## src/rtl/core/stacked_bar_peak_hold_macros.svh

```systemverilog
// Assertion helpers shared by the bar meter modules.
// Every property is clocked on clk and switched off while rst is high.
`ifndef STACKED_BAR_PEAK_HOLD_MACROS_SVH
`define STACKED_BAR_PEAK_HOLD_MACROS_SVH

// Condition must hold in the same cycle as the trigger
`define SBPH_ASSERT_SAME(lbl, ante, cons, msg) \
  lbl: assert property (@(posedge clk) disable iff (rst) (ante) |-> (cons)) else $error(msg);

// Condition must hold in the cycle after the trigger
`define SBPH_ASSERT_NEXT(lbl, ante, cons, msg) \
  lbl: assert property (@(posedge clk) disable iff (rst) (ante) |=> (cons)) else $error(msg);

`endif

```

## src/rtl/core/sbph_pkg.sv

```systemverilog
`timescale 1ns / 1ps
`default_nettype none

package sbph_pkg;

  // Geometry and timing constants
  localparam int SEGMENTS  = 5;
  localparam int FRAC_BITS = 8;
  localparam int SEG_W     = 3;
  localparam int LOAD_W    = 16;
  localparam int BW_W      = 11;
  localparam int PROD_W    = LOAD_W + BW_W;
  localparam int QUO_W     = 20;
  localparam int POS_W     = 24;
  localparam int FC_W      = 8;
  localparam int DIV_STEPS = QUO_W / 2;
  localparam int DIV_CNT_W = 4;

  localparam logic [FC_W-1:0]  HOLD_FRAMES  = 8'd45;
  localparam logic [FC_W-1:0]  RELEASE_END  = 8'd140;
  localparam logic [QUO_W-1:0] MAX_W_Q8     = 20'(4095 << FRAC_BITS);
  localparam logic [QUO_W-1:0] ONE_Q8       = 20'(1 << FRAC_BITS);
  localparam logic [POS_W-1:0] POS_MAX      = 24'h7FFFFF;
  localparam logic [POS_W-1:0] POS_MIN      = 24'h800000;
  localparam logic [SEG_W-1:0] MARKER_IDX   = 3'(SEGMENTS % 8);
  localparam logic [SEG_W-1:0] LAST_SEG     = 3'(SEGMENTS - 1);
  localparam logic [8:0]       MARK_EXTRA_H = 9'd2;

  // Register indices on the configuration port
  localparam logic [2:0] CFG_FULL_SCALE = 3'd0;
  localparam logic [2:0] CFG_BAR_WIDTH  = 3'd1;
  localparam logic [2:0] CFG_THICKNESS  = 3'd2;
  localparam logic [2:0] CFG_ORIGIN_X   = 3'd3;
  localparam logic [2:0] CFG_ORIGIN_Y   = 3'd4;

  // Input word: one frame of segment loads
  typedef struct packed {
    logic [LOAD_W-1:0] load_0;
    logic [LOAD_W-1:0] load_1;
    logic [LOAD_W-1:0] load_2;
    logic [LOAD_W-1:0] load_3;
    logic [LOAD_W-1:0] load_4;
  } in_word_t;

  // Output word: one rectangle
  typedef struct packed {
    logic [SEG_W-1:0]        segment_index;
    logic signed [POS_W-1:0] rect_x_q8;
    logic signed [11:0]      rect_y;
    logic [QUO_W-1:0]        rect_width_q8;
    logic [8:0]              rect_height;
    logic                    last_rect;
  } out_word_t;

  typedef enum logic [2:0] {
    ST_IDLE,
    ST_MUL,
    ST_DIV_INIT,
    ST_DIV,
    ST_SEG,
    ST_PEAK,
    ST_MARK
  } ctrl_state_t;

  // Controller to datapath
  typedef struct packed {
    logic load_item;
    logic mul;
    logic div_start;
    logic seg_emit;
    logic seg_skip;
    logic peak_upd;
    logic mark_emit;
  } ctrl_cmd_t;

  // Datapath to controller
  typedef struct packed {
    logic div_busy;
    logic seg_drawn;
    logic seg_last;
    logic out_free;
  } dp_stat_t;

endpackage

`default_nettype wire

```

## src/rtl/core/sbph_div.sv

```systemverilog
`timescale 1ns / 1ps
`default_nettype none

`include "stacked_bar_peak_hold_macros.svh"

// Restoring divider, two quotient bits per cycle.
// Computes (dividend << FRAC_BITS) / divisor, saturated to MAX_W_Q8.
module sbph_div (
  input  wire logic                            clk,
  input  wire logic                            rst,
  input  wire logic                            start,
  input  wire logic [sbph_pkg::PROD_W-1:0]     dividend,
  input  wire logic [sbph_pkg::LOAD_W-1:0]     divisor,
  output logic                                 busy,
  output logic [sbph_pkg::QUO_W-1:0]           quotient
);

  logic [sbph_pkg::LOAD_W-1:0]    dv;
  logic [sbph_pkg::LOAD_W-1:0]    rem;
  logic [sbph_pkg::LOAD_W-1:0]    rem_next;
  logic [sbph_pkg::QUO_W-1:0]     lo;
  logic [sbph_pkg::QUO_W-1:0]     lo_next;
  logic [sbph_pkg::QUO_W-1:0]     quo;
  logic [sbph_pkg::QUO_W-1:0]     quo_next;
  logic [sbph_pkg::DIV_CNT_W-1:0] cnt;
  logic                           ovf;
  logic [sbph_pkg::LOAD_W:0]      trial;

  // Two shift-and-subtract steps
  always_comb begin
    rem_next = rem;
    lo_next  = lo;
    quo_next = quo;
    trial    = '0;
    for (int k = 0; k < 2; k++) begin
      trial   = {rem_next, lo_next[sbph_pkg::QUO_W-1]};
      lo_next = {lo_next[sbph_pkg::QUO_W-2:0], 1'b0};
      if (trial >= {1'b0, dv}) begin
        rem_next = sbph_pkg::LOAD_W'(trial - {1'b0, dv});
        quo_next = {quo_next[sbph_pkg::QUO_W-2:0], 1'b1};
      end else begin
        rem_next = trial[sbph_pkg::LOAD_W-1:0];
        quo_next = {quo_next[sbph_pkg::QUO_W-2:0], 1'b0};
      end
    end
  end

  // Control: busy flag and step count
  always_ff @(posedge clk) begin
    if (rst) begin
      busy <= 1'b0;
      cnt  <= '0;
    end else if (start) begin
      busy <= 1'b1;
      cnt  <= sbph_pkg::DIV_CNT_W'(sbph_pkg::DIV_STEPS - 1);
    end else if (busy) begin
      cnt <= cnt - 1'b1;
      if (cnt == '0) begin
        busy <= 1'b0;
      end
    end
  end

  // Datapath: the high dividend bits seed the remainder; quotient above
  // QUO_W bits is caught by the overflow compare
  always_ff @(posedge clk) begin
    if (start) begin
      dv  <= divisor;
      ovf <= {1'b0, dividend} >= {divisor, 12'b0};
      rem <= sbph_pkg::LOAD_W'(dividend[sbph_pkg::PROD_W-1:12]);
      lo  <= {dividend[11:0], {sbph_pkg::FRAC_BITS{1'b0}}};
      quo <= '0;
    end else if (busy) begin
      rem <= rem_next;
      lo  <= lo_next;
      quo <= quo_next;
    end
  end

  assign quotient = (ovf || (quo > sbph_pkg::MAX_W_Q8)) ? sbph_pkg::MAX_W_Q8 : quo;

  `SBPH_ASSERT_SAME(a_no_restart, start, !busy, "divider restarted while busy")
  `SBPH_ASSERT_NEXT(a_start_busy, start, busy, "divider did not go busy after start")

endmodule

`default_nettype wire

```

## src/rtl/core/sbph_ctrl.sv

```systemverilog
`timescale 1ns / 1ps
`default_nettype none

`include "stacked_bar_peak_hold_macros.svh"

// Frame sequencer: per segment multiply, divide, emit or skip; then the
// peak update and the marker.
module sbph_ctrl (
  input  wire logic                 clk,
  input  wire logic                 rst,
  input  wire logic                 in_valid,
  output logic                      in_ready,
  input  wire sbph_pkg::dp_stat_t   stat,
  output sbph_pkg::ctrl_cmd_t       cmd
);

  sbph_pkg::ctrl_state_t state;
  sbph_pkg::ctrl_state_t state_next;

  // State register
  always_ff @(posedge clk) begin
    if (rst) begin
      state <= sbph_pkg::ST_IDLE;
    end else begin
      state <= state_next;
    end
  end

  // Next state and commands
  always_comb begin
    state_next = state;
    cmd        = '0;
    in_ready   = 1'b0;
    unique case (state)
      sbph_pkg::ST_IDLE: begin
        in_ready = 1'b1;
        if (in_valid) begin
          cmd.load_item = 1'b1;
          state_next    = sbph_pkg::ST_MUL;
        end
      end
      sbph_pkg::ST_MUL: begin
        cmd.mul    = 1'b1;
        state_next = sbph_pkg::ST_DIV_INIT;
      end
      sbph_pkg::ST_DIV_INIT: begin
        cmd.div_start = 1'b1;
        state_next    = sbph_pkg::ST_DIV;
      end
      sbph_pkg::ST_DIV: begin
        if (!stat.div_busy) begin
          state_next = sbph_pkg::ST_SEG;
        end
      end
      sbph_pkg::ST_SEG: begin
        if (!stat.seg_drawn) begin
          cmd.seg_skip = 1'b1;
          state_next   = stat.seg_last ? sbph_pkg::ST_PEAK : sbph_pkg::ST_MUL;
        end else if (stat.out_free) begin
          cmd.seg_emit = 1'b1;
          state_next   = stat.seg_last ? sbph_pkg::ST_PEAK : sbph_pkg::ST_MUL;
        end
      end
      sbph_pkg::ST_PEAK: begin
        cmd.peak_upd = 1'b1;
        state_next   = sbph_pkg::ST_MARK;
      end
      sbph_pkg::ST_MARK: begin
        if (stat.out_free) begin
          cmd.mark_emit = 1'b1;
          state_next    = sbph_pkg::ST_IDLE;
        end
      end
      default: begin
        state_next = sbph_pkg::ST_IDLE;
      end
    endcase
  end

  `SBPH_ASSERT_SAME(a_emit_free, cmd.seg_emit || cmd.mark_emit, stat.out_free,
                    "word loaded into a full output register")
  `SBPH_ASSERT_NEXT(a_peak_then_mark, cmd.peak_upd, state == sbph_pkg::ST_MARK,
                    "marker did not follow the peak update")

endmodule

`default_nettype wire

```

## src/rtl/core/sbph_datapath.sv

```systemverilog
`timescale 1ns / 1ps
`default_nettype none

`include "stacked_bar_peak_hold_macros.svh"

// Configuration registers, load store, multiplier, divider, running end,
// peak-hold state and the output register.
module sbph_datapath (
  input  wire logic                  clk,
  input  wire logic                  rst,
  input  wire logic                  cfg_we,
  input  wire logic [2:0]            cfg_index,
  input  wire logic [15:0]           cfg_data,
  input  wire sbph_pkg::in_word_t    in_data,
  output logic                       out_valid,
  input  wire logic                  out_ready,
  output sbph_pkg::out_word_t        out_data,
  input  wire sbph_pkg::ctrl_cmd_t   cmd,
  output sbph_pkg::dp_stat_t         stat
);

  logic [15:0]                     full_scale;
  logic [sbph_pkg::BW_W-1:0]       bar_width_px;
  logic [7:0]                      bar_thickness;
  logic [10:0]                     origin_x;
  logic [10:0]                     origin_y;

  logic [sbph_pkg::LOAD_W-1:0]     loads [sbph_pkg::SEGMENTS];
  logic [sbph_pkg::SEG_W-1:0]      seg;
  logic [sbph_pkg::PROD_W-1:0]     prod;
  logic [sbph_pkg::LOAD_W-1:0]     fs;
  logic                            div_busy;
  logic [sbph_pkg::QUO_W-1:0]      width_q8;
  logic [sbph_pkg::POS_W-1:0]      start;
  logic [sbph_pkg::POS_W:0]        end_sum;
  logic [sbph_pkg::POS_W-1:0]      end_next;
  logic [sbph_pkg::POS_W-1:0]      peak;
  logic [sbph_pkg::POS_W-1:0]      peak_next;
  logic [sbph_pkg::FC_W-1:0]       fc;
  logic [sbph_pkg::FC_W-1:0]       fc_next;
  logic                            new_max;
  logic [sbph_pkg::FC_W-1:0]       fc_base;
  logic [sbph_pkg::POS_W-1:0]      pk_base;
  logic [sbph_pkg::POS_W:0]        pk_dec;
  logic [11:0]                     y_bar;

  // Configuration registers
  always_ff @(posedge clk) begin
    if (rst) begin
      full_scale    <= 16'd65535;
      bar_width_px  <= 11'd256;
      bar_thickness <= 8'd2;
      origin_x      <= 11'd0;
      origin_y      <= 11'd0;
    end else if (cfg_we) begin
      unique case (cfg_index)
        sbph_pkg::CFG_FULL_SCALE: full_scale    <= cfg_data;
        sbph_pkg::CFG_BAR_WIDTH:  bar_width_px  <= cfg_data[10:0];
        sbph_pkg::CFG_THICKNESS:  bar_thickness <= cfg_data[7:0];
        sbph_pkg::CFG_ORIGIN_X:   origin_x      <= cfg_data[10:0];
        sbph_pkg::CFG_ORIGIN_Y:   origin_y      <= cfg_data[10:0];
        default: ;
      endcase
    end
  end

  // Frame capture and segment counter
  always_ff @(posedge clk) begin
    if (cmd.load_item) begin
      loads[0] <= in_data.load_0;
      loads[1] <= in_data.load_1;
      loads[2] <= in_data.load_2;
      loads[3] <= in_data.load_3;
      loads[4] <= in_data.load_4;
    end
  end

  always_ff @(posedge clk) begin
    if (rst) begin
      seg <= '0;
    end else if (cmd.load_item) begin
      seg <= '0;
    end else if (cmd.seg_emit || cmd.seg_skip) begin
      seg <= seg + 1'b1;
    end
  end

  // Load times bar width
  always_ff @(posedge clk) begin
    if (cmd.mul) begin
      prod <= loads[seg] * bar_width_px;
    end
  end

  // Zero full scale counts as one
  assign fs = (full_scale == '0) ? 16'd1 : full_scale;

  sbph_div u_div (
    .clk      (clk),
    .rst      (rst),
    .start    (cmd.div_start),
    .dividend (prod),
    .divisor  (fs),
    .busy     (div_busy),
    .quotient (width_q8)
  );

  // Running end position, saturating
  assign end_sum  = {1'b0, start} + {{(sbph_pkg::POS_W + 1 - sbph_pkg::QUO_W){1'b0}}, width_q8};
  assign end_next = (end_sum > {1'b0, sbph_pkg::POS_MAX}) ? sbph_pkg::POS_MAX
                                                          : end_sum[sbph_pkg::POS_W-1:0];

  always_ff @(posedge clk) begin
    if (cmd.load_item) begin
      start <= {{(sbph_pkg::POS_W - 11 - sbph_pkg::FRAC_BITS){1'b0}}, origin_x,
                {sbph_pkg::FRAC_BITS{1'b0}}};
    end else if (cmd.seg_emit) begin
      start <= end_next;
    end
  end

  // Peak hold, release and rest
  always_comb begin
    new_max   = $signed(start) > $signed(peak);
    fc_base   = new_max ? '0 : fc;
    pk_base   = new_max ? start : peak;
    pk_dec    = {pk_base[sbph_pkg::POS_W-1], pk_base}
              - {{(sbph_pkg::POS_W + 1 - sbph_pkg::QUO_W){1'b0}}, sbph_pkg::ONE_Q8};
    peak_next = pk_base;
    fc_next   = fc_base;
    priority if (fc_base < sbph_pkg::HOLD_FRAMES) begin
      fc_next = fc_base + 1'b1;
    end else if (fc_base < sbph_pkg::RELEASE_END) begin
      fc_next = fc_base + 1'b1;
      if (pk_dec[sbph_pkg::POS_W] != pk_dec[sbph_pkg::POS_W-1]) begin
        peak_next = sbph_pkg::POS_MIN;
      end else begin
        peak_next = pk_dec[sbph_pkg::POS_W-1:0];
      end
    end else begin
      peak_next = '0;
    end
  end

  always_ff @(posedge clk) begin
    if (rst) begin
      peak <= '0;
      fc   <= '0;
    end else if (cmd.peak_upd) begin
      peak <= peak_next;
      fc   <= fc_next;
    end
  end

  // Output register
  assign y_bar = {1'b0, origin_y};

  always_ff @(posedge clk) begin
    if (rst) begin
      out_valid <= 1'b0;
    end else if (cmd.seg_emit || cmd.mark_emit) begin
      out_valid <= 1'b1;
    end else if (out_ready) begin
      out_valid <= 1'b0;
    end
  end

  always_ff @(posedge clk) begin
    if (cmd.seg_emit) begin
      out_data.segment_index <= seg;
      out_data.rect_x_q8     <= $signed(start);
      out_data.rect_y        <= $signed(y_bar);
      out_data.rect_width_q8 <= width_q8;
      out_data.rect_height   <= {1'b0, bar_thickness};
      out_data.last_rect     <= 1'b0;
    end else if (cmd.mark_emit) begin
      out_data.segment_index <= sbph_pkg::MARKER_IDX;
      out_data.rect_x_q8     <= $signed(peak);
      out_data.rect_y        <= $signed(y_bar - 12'd1);
      out_data.rect_width_q8 <= sbph_pkg::ONE_Q8;
      out_data.rect_height   <= {1'b0, bar_thickness} + sbph_pkg::MARK_EXTRA_H;
      out_data.last_rect     <= 1'b1;
    end
  end

  // Status back to the controller
  assign stat.div_busy  = div_busy;
  assign stat.seg_drawn = width_q8 >= sbph_pkg::ONE_Q8;
  assign stat.seg_last  = seg == sbph_pkg::LAST_SEG;
  assign stat.out_free  = !out_valid || out_ready;

  `SBPH_ASSERT_NEXT(a_mark_last, cmd.mark_emit, out_valid && out_data.last_rect,
                    "marker word not flagged as last")
  `SBPH_ASSERT_NEXT(a_seg_not_last, cmd.seg_emit, out_valid && !out_data.last_rect,
                    "segment word flagged as last")

endmodule

`default_nettype wire

```

## src/rtl/core/stacked_bar_peak_hold.sv

```systemverilog
// Per segment: multiply, load of the shared serial divider, 10 divider steps at
// two quotient bits each, a done check, then emit or skip; after the last segment
// the peak update and the marker word. Each emit waits while the output stalls.
// The next frame word is taken only after the marker word has been loaded.
// Reset (rst, synchronous): configuration registers back to defaults, peak and hold count to 0.
`timescale 1ns / 1ps
`default_nettype none

module stacked_bar_peak_hold (
  input  wire logic                clk,
  input  wire logic                rst,
  input  wire logic                cfg_we,
  input  wire logic [2:0]          cfg_index,
  input  wire logic [15:0]         cfg_data,
  input  wire logic                in_valid,
  output logic                     in_ready,
  input  wire sbph_pkg::in_word_t  in_data,
  output logic                     out_valid,
  input  wire logic                out_ready,
  output sbph_pkg::out_word_t      out_data
);

  sbph_pkg::ctrl_cmd_t cmd;
  sbph_pkg::dp_stat_t  stat;

  sbph_ctrl u_ctrl (
    .clk      (clk),
    .rst      (rst),
    .in_valid (in_valid),
    .in_ready (in_ready),
    .stat     (stat),
    .cmd      (cmd)
  );

  sbph_datapath u_dp (
    .clk       (clk),
    .rst       (rst),
    .cfg_we    (cfg_we),
    .cfg_index (cfg_index),
    .cfg_data  (cfg_data),
    .in_data   (in_data),
    .out_valid (out_valid),
    .out_ready (out_ready),
    .out_data  (out_data),
    .cmd       (cmd),
    .stat      (stat)
  );

endmodule

`default_nettype wire

```

## config.mk

```make
export PLATFORM = sky130hd
export DESIGN_NAME = stacked_bar_peak_hold
export DESIGN_NICKNAME = d
export VERILOG_FILES = /design/src/rtl/core/sbph_pkg.sv /design/src/rtl/core/sbph_div.sv /design/src/rtl/core/sbph_ctrl.sv /design/src/rtl/core/sbph_datapath.sv /design/src/rtl/core/stacked_bar_peak_hold.sv
export VERILOG_INCLUDE_DIRS = /design/src /design/src/rtl/core
export SDC_FILE = /design/constraint.sdc
export NUM_CORES = 1
export LEC_CHECK = 0
export ABC_AREA = 1
export BUFFER_PORTS_ARGS = -buffer_cell sky130_fd_sc_hd__buf_2
export CORE_MARGIN = 10
export CORE_UTILIZATION = 62
export DETAILED_ROUTE_END_ITERATION = 7
export PLACE_DENSITY = 0.85
export SLEW_MARGIN = 20
export SYNTH_ARGS = -nofsm -noshare
export SYNTH_HDL_FRONTEND = slang
export SYNTH_SLANG_ARGS = --single-unit
```

## constraint.sdc

```tcl
create_clock -name clk -period 8.02 [get_ports clk]
set_input_delay 0.401 -clock clk [delete_from_list [all_inputs] [get_ports clk]]
set_output_delay 0.401 -clock clk [all_outputs]
set_load 0.02 [all_outputs]
```

==> results of run 1 <==
==> worst register-to-register path: stages, from the launching register on <==
cell and delay (ns):
dfxtp_1 0.93, o21ai_0 0.26, o221ai_1 0.23, o21ai_0 0.45
inv_1 0.35, nand2_1 0.12, fa_1 0.53, inv_1 0.06
fa_1 0.53, fa_1 0.44, fa_1 0.57, inv_1 0.06
fa_1 0.52, inv_1 0.04, ha_1 0.35, nand2_1 0.10
nor3_1 0.40, nand4_1 0.18, nand3_1 0.18, nand3_1 0.09
nand2_1 0.10, a31oi_1 0.10, xor2_1 0.15
==> layout make-up <==
cell class                 instances  share of cell area (%)
multi-input combinational       1894                   46.18
sequential                       369                   35.09
inverter                         461                   6.279
timing repair buffer             227                   4.976
tap                              518                   2.352
antenna                            3                 0.02724
clock inverter                    26                   1.171
clock buffer                      48                   3.932
==> synth_stat cells (2+ instances only) <==
| library cell | count | area [µm²] |
|---|---|---|
| nor2_4 | 2 | 22.52 |
| a211oi_1 | 5 | 37.54 |
| nand2_4 | 5 | 56.30 |
| inv_2 | 8 | 30.03 |
| edfxtp_1 | 228 | 6847 |
| nand2_1 | 529 | 1986 |
| o221ai_1 | 18 | 157.7 |
| clkbuf_1 | 77 | 289.0 |
| nand2_2 | 20 | 125.1 |
| o22ai_1 | 18 | 112.6 |
| inv_1 | 452 | 1697 |
| nor3b_1 | 2 | 15.01 |
| nand3b_1 | 17 | 127.6 |
| a22oi_1 | 18 | 135.1 |
| or2_2 | 2 | 12.51 |
| a21boi_0 | 3 | 22.52 |
| a21o_1 | 8 | 60.06 |
| o21bai_1 | 5 | 37.54 |
| buf_4 | 4 | 30.03 |
| fa_1 | 128 | 2562 |
| buf_1 | 9 | 33.78 |
| o31ai_1 | 3 | 22.52 |
| buf_2 | 9 | 45.04 |
| o21ai_0 | 160 | 800.8 |
| dfxtp_1 | 141 | 2823 |
| nor2_2 | 7 | 43.79 |
| nor2_1 | 237 | 889.6 |
| ha_1 | 166 | 2077 |
| nand3_1 | 121 | 605.6 |
| a41oi_1 | 2 | 17.52 |
| nand3_2 | 6 | 60.06 |
| nand4_1 | 31 | 193.9 |
| o211ai_1 | 25 | 187.7 |
| o21ai_4 | 3 | 48.80 |
| xor2_1 | 48 | 420.4 |
| xnor2_1 | 30 | 262.8 |
| o21ai_1 | 24 | 120.1 |
| nor3_1 | 24 | 120.1 |
| mux2i_1 | 16 | 160.2 |
| a21oi_2 | 2 | 17.52 |
| nor4_1 | 20 | 125.1 |
| a31oi_1 | 16 | 100.1 |
| a21oi_1 | 158 | 790.8 |
| buf_6 | 5 | 56.30 |
==> stage by stage <==
| step | util, % | hold WS, ns | power (µW) | instance area (µm²) |
|---|---|---|---|---|
| finish | 70.81 | 0.01376 | 7245 | 27560 |
| global route | 70.79 | 0.003388 | 7688 | 27550 |
| CTS | 70.79 | 0.0002184 | 7203 | 27550 |
| detailed placement | 66.13 | 0.4433 | 5199 | 25730 |
| global placement | 66.13 | 0.4347 | 5087 | 25730 |
| floorplan | - | 0.4237 | 4597 | 24580 |
==> how the worst max path moves through the flow <==
| stage | startpoint | to |
|---|---|---|
| after floorplan | register | u_dp.prod[24]$_DFFE_PP_ |
| after global placement | register | u_dp.prod[24]$_DFFE_PP_ |
| after detailed placement | register | u_dp.prod[24]$_DFFE_PP_ |
| after CTS | register | u_dp.prod[24]$_DFFE_PP_ |
| after global routing | register | u_dp.prod[25]$_DFFE_PP_ |
| final | register | u_dp.prod[25]$_DFFE_PP_ |
==> metal layers <==
| metal | global-route usage (%) | vias to the layer above |
|---|---|---|
| met5 | 0 | - |
| met4 | 13.88 | 0 |
| met3 | 4.883 | 212 |
| met2 | 47.60 | 1051 |
| met1 | 33.55 | 9868 |
| li1 | - | 9664 |
==> sequential cells by signal, indices dropped and copies added (netlist names), 3 cells and up, named ones only <==
register and flops:
u_ctrl.state 3, u_dp.bar_thickness 8, u_dp.bar_width_px 11, u_dp.fc 8, u_dp.full_scale 16, u_dp.loads 80, u_dp.origin_x 11, u_dp.origin_y 11
u_dp.out_data 69, u_dp.peak 24, u_dp.prod 27, u_dp.seg 3, u_dp.start 24, u_dp.u_div.cnt 4, u_dp.u_div.dv 16, u_dp.u_div.lo 12
u_dp.u_div.quo 20, u_dp.u_div.rem 16
==> cell families (layout without fill, tap and decap cells) <==
logic type | after synthesis | in the layout
AND/OR/NAND/NOR | 1025 | 1025
buffers and inverters | 566 | 762
AO/OA/AOI/OAI | 481 | 481
flip-flops | 369 | 369
adder cells (fa/ha/maj) | 294 | 294
XOR/XNOR | 78 | 78
multiplexers | 16 | 16
other | 0 | 3
==> what timing repair did <==
| action | in CTS | in global routing |
|---|---|---|
| endpoints found under the hold margin | 41 | 0 |
| resized for setup | 0 | 0 |
| hold buffers | 41 | 0 |
==> power by group <==
part           leakage [µW]  total (µW)  internal (µW)  switching [µW]
clock network      0.000687        1980           1170             805
registers           0.00327        2420           2290             134
logic               0.00849        2850            963            1890
total                0.0124        7240           4420            2820
==> summary.md, run 1 <==
| Metric | Value |
|---|---|
| DP Worst Slack | `1.164 ns` |
| XOR/XNOR share of the synthesized area | `2.780%` |
| CTS tree | `yes` |
| Worst hold stages | `1` |
| Filler cells | `approximately 3000` |
| Core Region | `38920 µm²` |
| Initial Util | `63.15%` |
| CP arrival | `7.30 ns` |
| Post-CTS setup buffer count | `0` |
| Die area | `between 40000 and 50000 µm²` |
| Commonest non-fill, non-tap cell in the layout | `nand2_1` |
| Residual overflow from global routing | `0` |
| LEAKAGE | `0.01245 µW` |
| RSZ-0062 raised after global routing | `no` |
| Hold Crit Class | `primary input to register` |
| Final period util | `87.31%` |
| Syn Area/Cell | `8.688 µm²` |
| Slowest-stage cell, CP | `dfxtp_1` |
| Reg2Reg Setup Slack | `between 1 and 1.5 ns` |
| Met3 routed WL | `approximately 5.6 mm` |
| Syn Nets | `3227` |
| Async SR Flop Fraction | `0%` |
| GRT Overall Usage | `27.91%` |
| Post-synthesis sequential area ratio | `39.34%` |
| Skew-Pair Late Insertion Delay | `between 0.5 and 0.6 ns` |
| Layout cell share with drive strength beyond 1 | `10.38%` |
| Hold Path Sink | `u_dp.loads[3][14]$_DFFE_PP_` |
| Final #Nets | `3392` |
| Worst Setup Start Kind | `register` |
| Die W | `219.1 µm` |
| Worst-Margin Slew | `1.173 ns` |
| CTS Buf Count | `41` |
| Starting DRT DRC Count | `2268` |
| Critical path, cell by cell | `o21ai_0, o221ai_1, o21ai_0, inv_1, nand2_1, fa_1, inv_1, fa_1, fa_1, fa_1, inv_1, fa_1, inv_1, ha_1, nand2_1, nor3_1, nand4_1, nand3_1, nand3_1, nand2_1, a31oi_1, xor2_1` |
| Synthesized instance count | `2829` |
| CTS sink count | `369` |
| First-pass GRT wire length | `around 110 mm` |
| Most frequent cells in the layout | `528 x nand2_1, 451 x inv_1, 235 x nor2_1` |
| Min Clock Period, post-route | `roughly 7 ns` |
| Multi-input logic area | `12730 µm²` |
| Top Metal Used | `met4` |
| Io pins | `175` |
| Worst slew margin | `between 20% and 30%` |
| Peak supply drop | `0.0001844 V` |
| Main combinational cell family by area after synthesis | `adder cells` |
| Status | `finished, final reports clean` |
| Synth Flop Type | `edfxtp_1` |
| Critical Path RT | `~8.3 ns` |
| Mux contribution to synthesized area | `less than 1%` |
| CP Max Fanout | `32` |
| Pins Over Slew Limit | `0` |
| Avg Vias per Cell | `5.864` |
| Final Hold Fails | `0` |
| Netlist cell types | `61` |
| Synth Area in Compound Gates | `11.45%` |
| R2R depth | `22` |
| Area of the mapped netlist | `roughly 25000 µm²` |
| Worst path depth | `22` |
| Initial antenna violation count | `0` |
| Area Overhead vs Synth | `12.13%` |
| Reg2reg end | `u_dp.prod[25]$_DFFE_PP_` |
| Finished Layout Cells | `3546` |
| Max Cap Viol | `0` |
| Cell Pwr Density | `about 260 nW/µm²` |
| WL met1 | `roughly 26 mm` |
| Largest net degree at the start of global routing | `81` |
| PortBufs | `174` |
| Hold Path Origin | `in_data[30]` |
| Die height | `~220 µm` |
| Endpoint type of the worst setup path | `register` |
| DR WL met2 | `32.26 mm` |
| Ys Warns | `0` |
| CP bufs+invs | `4` |
| Critical path's largest stage delay | `0.93 ns` |
| Routability congestion estimate | `0.9736` |
| Placement Rows | `72` |
| Setup violators final | `0` |
| Post-Synth Adder-Cell Area | `18.88%` |
| Post-route DRC | `0` |
| DR vias | `approximately 21000` |
| Worst-path clk slew | `0.06 ns` |
| Vias in the first global route | `20670` |
| Synth Register Bits | `369` |
| Dpl hpwl | `49.36 mm` |
| Drt first pass iters | `8` |
| Simple logic cell fraction of the synthesized area | `17.95%` |
| Worst setup slack after layout | `1.018 ns` |
| Antenna Nets Post-Route | `0` |
| Clk root buf | `clkbuf_16` |
| EDFF count, synth | `228` |
| Most frequent CP cell | `fa_1` |
| Reg area | `between 9000 and 10000 µm²` |
| Placed Instances | `3428` |
| Fmax | `between 100 and 150 MHz` |
| Setup TNS | `0 ns` |
| Layout Skew | `0.01647 ns` |
| Clock Tree Buf Depth | `3` |
| Kind of critical path | `register to register` |
| CP delay by family, top | `adder cells` |
| Post-Route WL | `about 67 mm` |
| H-tree depth | `2` |
| Wirelength per Cell | `18.87 µm` |
Power figures use the tool's default switching activity.
==> inputs of run 2 (changes only) <==
--- a/config.mk
+++ b/config.mk
@@ -11,6 +11,7 @@
 export CORE_MARGIN = 10
 export CORE_UTILIZATION = 62
 export DETAILED_ROUTE_END_ITERATION = 7
+export GPL_TIMING_DRIVEN = 0
 export PLACE_DENSITY = 0.85
 export SLEW_MARGIN = 20
 export SYNTH_ARGS = -nofsm -noshare
==> run 2 against run 1 <==
  * Highest routed layer unchanged
  * Sequential power barely moved
  * Total power rose by 0.22%
  * Critical path type unchanged
  * Final cell count rose by 3.6%
  * Critical path depth rose by 2
  * Core utilization rose by 1.8 points
  * Setup slack got worse by 0.34 ns
  * Largest cell class unchanged
==> summary.md, run 2 (synthesized netlist as in run 1, its figures left out) <==
| Metric | Value |
|---|---|
| Status | `finished, final reports clean (unchanged)` |
| CP arrival | `7.70 ns (was 7.30 ns)` |
| Final Hold Fails | `0 (unchanged)` |
| Largest net degree at the start of global routing | `66 (was 81)` |
| Hold Crit Class | `primary input to register (unchanged)` |
| H-tree depth | `2 (unchanged)` |
| Ant. Diodes | `0 (was 3)` |
| Most frequent cells in the layout | `527 x nand2_1, 451 x inv_1, 236 x nor2_1 (was 528 x nand2_1, 451 x inv_1, 235 x nor2_1)` |
| Endpoint type of the worst setup path | `register (unchanged)` |
| Largest Register | `u_dp.loads (unchanged)` |
| Starting DRT DRC Count | `2017 (was 2268)` |
| Post-route DRC | `0 (unchanged)` |
| Io pins | `175 (unchanged)` |
| Setup violators final | `0 (unchanged)` |
| Commonest non-fill, non-tap cell in the layout | `nand2_1 (unchanged)` |
| Clock Tree Buf Depth | `3 (unchanged)` |
| LEAKAGE | `0.01270 µW (was 0.01245 µW)` |
| Die W | `219.1 µm (unchanged)` |
| DR vias | `21280 (was 20800)` |
| RSZ-0062 raised after global routing | `no (unchanged)` |
| Critical path's largest stage delay | `0.62 ns (was 0.93 ns)` |
| Setup TNS | `0 ns (unchanged)` |
| # hold bufs at CTS | `78 (was 41)` |
| Clk root buf | `clkbuf_16 (unchanged)` |
| CP Max Fanout | `10 (was 32)` |
| Worst Setup Start Kind | `register (unchanged)` |
| Wirelength per Cell | `19.57 µm (was 18.87 µm)` |
| Residual overflow from global routing | `0 (unchanged)` |
| Min Clock Period, post-route | `7.342 ns (was 7.002 ns)` |
| Cell Pwr Density | `257.1 nW/µm² (was 262.9 nW/µm²)` |
| Initial antenna violation count | `0 (unchanged)` |
| Fmax | `136.2 MHz (was 142.8 MHz)` |
| Peak supply drop | `0.0001892 V (was 0.0001844 V)` |
| Hold Path Origin | `in_data[53] (was in_data[30])` |
| CTS Buf Count | `39 (was 41)` |
| PortBufs | `173 (was 174)` |
| Max Cap Viol | `0 (unchanged)` |
| Finished Layout Cells | `3672 (was 3546)` |
| CTS tree | `yes (unchanged)` |
| Worst-Margin Slew | `1.127 ns (was 1.173 ns)` |
| Worst slew margin | `24.10% (was 21.00%)` |
| Largest registers | `u_dp.loads x80, u_dp.out_data x69, u_dp.prod x27 (unchanged)` |
| First-pass GRT wire length | `113.7 mm (was 107.7 mm)` |
| Most frequent CP cell | `fa_1 (unchanged)` |
| Routability congestion estimate | `0.9364 (was 0.9736)` |
| Pins Over Slew Limit | `0 (unchanged)` |
| Drt first pass iters | `8 (unchanged)` |
| Die height | `219.1 µm (unchanged)` |
| Largest register FFs | `80 (unchanged)` |
| Post-CTS setup buffer count | `0 (unchanged)` |
| Kind of critical path | `register to register (unchanged)` |
| Core Region | `38920 µm² (unchanged)` |
| Layout cell share with drive strength beyond 1 | `10.08% (was 10.38%)` |
| Placement Rows | `72 (unchanged)` |
| Critical Path RT | `8.37 ns (was 8.32 ns)` |
| Worst hold slack | `0.02088 ns (was 0.01376 ns)` |
| Antenna Nets Post-Route | `0 (unchanged)` |
| Initial Util | `63.15% (unchanged)` |
| Layout Skew | `0.04705 ns (was 0.01647 ns)` |
| Worst-path clk slew | `0.07 ns (was 0.06 ns)` |
| Final period util | `91.55% (was 87.31%)` |
| Post-CTS sizing | `0 (unchanged)` |
| Placed Instances | `3523 (was 3428)` |
| Dpl hpwl | `53.00 mm (was 49.36 mm)` |
| Vias in the first global route | `21340 (was 20670)` |
| Die area | `48000 µm² (unchanged)` |
| GRT Overall Usage | `29.86% (was 27.91%)` |
| Area Overhead vs Synth | `14.92% (was 12.13%)` |
| Avg Vias per Cell | `5.794 (was 5.864)` |
| Skew-Pair Late Insertion Delay | `0.60 ns (was 0.58 ns)` |
| Final #Nets | `3522 (was 3392)` |
| Slowest-stage cell, CP | `o21ai_1 (was dfxtp_1)` |
| CTS sink count | `369 (unchanged)` |
| Post-Route WL | `71.85 mm (was 66.90 mm)` |
| Critical path, cell by cell | `clkbuf_1, clkbuf_1, mux2i_1, o221ai_1, o21ai_1, nor2_1, fa_1, inv_1, fa_1, inv_1, fa_1, fa_1, inv_1, fa_1, inv_1, ha_1, nand2_1, nor2_1, nand4_1, o21ai_0, nand4_1, nand2_1, a31oi_1, xor2_1 (was o21ai_0, o221ai_1, o21ai_0, inv_1, nand2_1, fa_1, inv_1, fa_1, fa_1, fa_1, inv_1, fa_1, inv_1, ha_1, nand2_1, nor3_1, nand4_1, nand3_1, nand3_1, nand2_1, a31oi_1, xor2_1)` |
[run 2: layer usage]
metal / track usage [%] / wire length [µm]
met3: 6.162 / 6572
met5: 0 / 0
met4: 14.80 / 3585
met2: 49.21 / 33650
met1: 36.81 / 28040
[run 2: worst paths after layout]
check,cells past startpoint,endpoint,slack [ns]
worst min register to register,2,u_dp.origin_x[8]$_SDFFE_PP0P_,0.45
worst max-delay path,24,u_dp.prod[24]$_DFFE_PP_,0.68
worst min-delay path,1,u_dp.loads[1][5]$_DFFE_PP_,0.02
worst max register to register,24,u_dp.prod[24]$_DFFE_PP_,0.68
[run 2: critical path: cells and delay by family, from the launching register on]
| kind | cells | cell delay, ns |
|---|---|---|
| buffers and inverters | 6 | 1.10 |
| adders and majority gates | 6 | 3.09 |
| xor gates and xnor gates | 1 | 0.15 |
| muxes | 1 | 0.32 |
| and+or+nand+nor | 6 | 0.75 |
| DFF | 1 | 0.31 |
| AOI/OAI and AO/OA | 4 | 1.39 |
[run 2: power by group]
| part | total (µW) | leakage, µW | internal, µW | switching, µW |
|---|---|---|---|---|
| Clock | 1850 | 0.000614 | 1030 | 819 |
| Combinational | 3000 | 0.00881 | 1040 | 1960 |
| Sequential | 2410 | 0.00327 | 2280 | 126 |
[run 2: through the flow]
step | utilization, % | area [µm²] | total power, µW | worst slack, ns
3_3_place_gp | 67.04 | 26090 | 5250 | 0.7690
6_report | 72.58 | 28240 | 7261 | 0.6781
2_1_floorplan | - | 24580 | 4597 | 2.071
5_1_grt | 72.58 | 28240 | 7711 | 0.3167
4_1_cts | 72.57 | 28240 | 7195 | 0.7519
3_5_place_dp | 67.25 | 26170 | 5322 | 0.7543
[run 2: layout make-up]
cell class                      instances  area [µm²]
Sequential cell                       369        9669
Inverter                              461        1733
Clock inverter                         23       260.3
Buffer                                105       470.5
Timing Repair Buffer                  254        1713
Clock buffer                           48        1030
Tap cell                              518       648.1
Multi-Input combinational cell       1894       12720
Fill cell                            2889       10670
